[src/sv/bfcb_pkg.sv]
// Shared types and constants of the binary frame crop bounds unit.
package bfcb_pkg;

    localparam int FRAME_ROWS_W = 9;
    localparam int FRAME_COLS_W = 10;
    localparam int THRESHOLD_W  = 9;
    localparam int CFG_DATA_W   = 10;
    localparam int CFG_INDEX_W  = 2;
    localparam int COUNT_W      = 9;

    localparam logic [CFG_INDEX_W-1:0] REG_FRAME_ROWS = 2'd0;
    localparam logic [CFG_INDEX_W-1:0] REG_FRAME_COLS = 2'd1;
    localparam logic [CFG_INDEX_W-1:0] REG_THRESHOLD  = 2'd2;

    localparam logic [FRAME_ROWS_W-1:0] FRAME_ROWS_RESET = 9'd200;
    localparam logic [FRAME_COLS_W-1:0] FRAME_COLS_RESET = 10'd400;
    localparam logic [THRESHOLD_W-1:0]  THRESHOLD_RESET  = 9'd140;

    localparam logic [COUNT_W-1:0] COUNT_MAX = 9'd511;

    typedef struct packed {
        logic [7:0] pixel_value;
        logic       frame_start;
    } pixel_in_t;

    typedef struct packed {
        logic [8:0] crop_left;
        logic [7:0] crop_top;
        logic [8:0] crop_width;
        logic [7:0] crop_height;
    } crop_out_t;

endpackage

[src/sv/bfcb_col_count.sv]
// Per-column black pixel count memory with read-modify-write and forwarding.
module bfcb_col_count import bfcb_pkg::*; #(
    parameter int DEPTH  = 512,
    parameter int ADDR_W = 9
) (
    input  logic               aclk,
    input  logic               aresetn,
    input  logic               rd_en,
    input  logic [ADDR_W-1:0]  rd_addr,
    input  logic               wr_en,
    input  logic [ADDR_W-1:0]  wr_addr,
    input  logic               row_zero,
    input  logic               black,
    output logic [COUNT_W-1:0] count
);

    logic [COUNT_W-1:0] count_mem [DEPTH];
    logic [COUNT_W-1:0] rd_data_reg;
    logic               fwd_hit_reg;
    logic               fwd_hit_next;
    logic [COUNT_W-1:0] fwd_data_reg;
    logic [COUNT_W-1:0] count_old;
    logic [COUNT_W-1:0] count_base;

    // The memory returns the old word when the entry is written in the same
    // cycle, so a read that meets the write of the previous pixel takes the
    // written value from the forwarding register instead.
    assign fwd_hit_next = wr_en && (rd_addr == wr_addr);

    assign count_old  = fwd_hit_reg ? fwd_data_reg : rd_data_reg;
    assign count_base = row_zero ? '0 : count_old;
    assign count      = (black && (count_base != COUNT_MAX)) ?
                        count_base + COUNT_W'(1) : count_base;

    always_ff @(posedge aclk) begin
        if (rd_en) begin
            rd_data_reg  <= count_mem[rd_addr];
            fwd_data_reg <= count;
        end
        if (wr_en) begin
            count_mem[wr_addr] <= count;
        end
    end

    always_ff @(posedge aclk) begin
        if (!aresetn) begin
            fwd_hit_reg <= 1'b0;
        end else if (rd_en) begin
            fwd_hit_reg <= fwd_hit_next;
        end
    end

endmodule
[config.mk]
export PLATFORM = sky130hd
export DESIGN_NAME = bfcb_col_count
export DESIGN_NICKNAME = d
export VERILOG_FILES = /design/src/sv/bfcb_pkg.sv /design/src/sv/bfcb_col_count.sv
export SDC_FILE = /design/constraint.sdc
export NUM_CORES = 2
export LEC_CHECK = 0
export BUFFER_PORTS_ARGS = -buffer_cell sky130_fd_sc_hd__buf_2
export CORE_AREA = 2 2 895 897
export CTS_CLUSTER_DIAMETER = 40
export CTS_CLUSTER_SIZE = 20
export DETAILED_ROUTE_END_ITERATION = 10
export DIE_AREA = 0 0 897 899
export PLACE_DENSITY_LB_ADDON = 0.1
export SKIP_LAST_GASP = 1
export SLEW_MARGIN = 5
export SYNTH_ARGS = -nofsm -noshare
export SYNTH_HDL_FRONTEND = slang
export SYNTH_MEMORY_MAX_BITS = 65536
export SYNTH_SLANG_ARGS = --single-unit
[constraint.sdc]
create_clock -name aclk -period 47.8 [get_ports aclk]
set_input_delay 4.78 -clock aclk [delete_from_list [all_inputs] [get_ports aclk]]
set_output_delay 4.78 -clock aclk [all_outputs]
set_load 0.02 [all_outputs]
==> results.yml <==
outcome:
  status: "complete, but fails checks"
  violations: "capacitance limit, slew limit"
clock_tree:
  insertion_delay_ns: 1.11
  cts.clk_slew.worst_paths_ns: 0.05
  tritoncts: "yes"
  root_buffer: "clkbuf_16"
  clk_path_buf_depth: 4
  ctsResizeCount: 0
  cts_setup_buffers: 0
  numCtsBuffers: 786
  htreeDepth: 6
  clock-sinks: 4627
  cts_hold_buf: 0
sta:
  fin_tns_setup_ns: 0
  fmax_ghz: 0.0788
  hold_ws_ns: 0.872
  slew_headroom_pct: -5.10
  period_needed_ns: 12.69
  fin_crit_sh_pct: 26.6
  rsz0062_at_grt: "no"
  layout_setup_ws_ns: 35.11
  worstMarginPinSlew_ns: 1.54
  final_hold_viol_count: 0
  fin_worst_skew_ns: 0.0864
  setup_violations: 0
  slew_viol_final: 2
finish:
  fin_cells: 20900
  drive_gt1_share_pct: 23.5
  layout.nets: 9607
  final_util_pct: 27.9
  largest_reg_flops: 4608
  areaGrowthSynthToFinish_pct: 21.6
  stdcell_area_um2: 222000
  layout.filler_cells: 78900
synth:
  seq_area_frac_synth_pct: 76.1
  synth_area_leaders: "edfxtp_1, mux4_2, mux2i_1"
  yosys.area.top_type_share_pct: 76.0
  syn_area_um2: 183000
  synth_commonest_cells: "edfxtp_1, mux2i_1, mux4_2"
  synthArstFlopShare_pct: 0
  yosys.area.top_type: "edfxtp_1"
  synth.most_common_cell: "edfxtp_1"
  ys_warn_count: 0
  synth_seq_cells: 4627
  synthFlopType: "edfxtp_1"
  syn_area_per_cell_um2: 20.1
  synth-edff-count: 4626
  synth_nets: 9108
  ys_types: 86
  syn_inst: 9082
pwr:
  ir_worst_vdd_mv: 0.0430
  total_power_mw: 10.9
  powerDensity_nw_per_um2: 49.0
  p_leak_nw: 70.2
detailed_routing:
  top_layer_used: "met5"
  drt_iter0_markers: 8409
  wl_met3_um: 29000
  remaining_drc_errors: 0
  vias: 94600
  met1Wirelength_um: 295000
  drt_wl_total_um: 641000
  wl_per_cell_um: 30.7
  dr.pass1.iters: 5
  vias_per_cell: 4.54
  ant_nets: 0
  met2_length_um: 302000
critical_path:
  startpoint_type: "input port"
  max_stage_delay_ns: 0.45
  crit_chain: "buf_2 -> nor4_1 -> nand2_1 -> nor3_1 -> and3_1 -> ha_1 -> nand2b_1 -> xnor2_2 -> buf_4 -> buf_4 -> buf_2"
  crit_required_ns: 43.02
  arrival_ns: 7.91
  end_kind: "primary output"
  rrSetupSlack_ns: 40.19
  cp_slowest_cell: "nor4_1"
  crit_buf_inv: 4
  crit_family: "simple AND/OR/NAND/NOR gates"
  crit_type: "input port to primary output"
  cp_max_fo: 28
floorplan:
  ios: 33
  rows: 328
  start_util_pct: 22.9
  die_h_um: 899
  die_width_um: 897
  die_area_um2: 806000
  core_um2: 796000
place:
  placedCellCount: 19400
  dp_slack_ns: 35.02
  dp_hpwl_um: 401000
  gp_congestion: 0.764
  dpl_cell_area_um2: 195000
  portBuffers: 32
job:
  cap_violations: 1
grt:
  first_global_vias: 98300
  grt_max_degree: 149
  grtUsageTotal_pct: 15.3
  grt-ovfl-total: 0
  grt_pass1_wl_um: 866000
  antenna_found_initial: 71
min_path:
  hp-class: "register to register"
## layer usage
layer,GRT usage [%],up-vias
met5,0,-
met3,2.10,796
li1,-,39400
met1,21.7,51800
met2,25.0,2625
met4,3.32,6
## logic make-up after synthesis
kind of cell | after synthesis | synth area share, %
simple gates | 1348 | 3.39
mux | 1576 | 14.6
compound gates | 923 | 3.64
flops | 4627 | 76.1
buf+inv | 590 | 2.23
fa+ha+maj | 2 | 0.0137
xor+xnor | 16 | 0.0767
## where the power goes
part	leakage [nW]	internal (mW)	total (mW)	switching, mW
Sequential	42.2	4.55	4.56	0.00602
Clock	13.1	3.66	5.78	2.12
Combinational	14.9	0.128	0.538	0.410
Total	70.2	8.34	10.9	2.54
## cells in the final DEF (no fill, tap or decap), types with 23 or more instances in the layout
cell type,instances
clkbuf_1,74
bufinv_16,107
diode_2,40
mux4_2,671
buf_4,248
clkbuf_16,797
clkinv_1,83
nand3_1,48
clkinvlp_4,93
nor2_1,648
clkinv_4,79
mux4_1,149
o221ai_1,223
inv_6,84
nand4_1,36
o21a_1,23
mux2_2,51
o21ai_0,108
buf_2,27
a22oi_1,33
nor3_1,224
edfxtp_1,4626
nor4_1,86
mux2i_1,705
clkinv_2,105
nand2_1,140
o22ai_1,178
a21oi_1,113
a221oi_1,24
a211oi_1,106
## final timing paths
path | start | end | depth (start not counted)
max | row_zero | count[0] | 11
min reg2reg | fwd_hit_reg | fwd_hit_reg | 4
max reg2reg | rd_data_reg[0] | count_mem[268][2] | 13
min | fwd_hit_reg | fwd_hit_reg | 4
## tightest hold or removal path: stages, from the launching register on
cell	delay [ns]
dfxtp_1	0.29
buf_4	0.20
inv_1	0.08
o22ai_1	0.10
and2_1	0.15
## cell type report
type,count,area (um^2),area share (%)
sequential,4627,139000,62.6
multi-input combinational,3865,40000,18.0
clock buffer,871,20200,9.11
tap,10600,13200,5.95
clock inverter,601,7140,3.21
timing repair buffer,296,2400,1.08
antenna,40,100,0.0451
inverter,5,33.8,0.0152
Note: power is estimated with default switching activity, not from simulation.
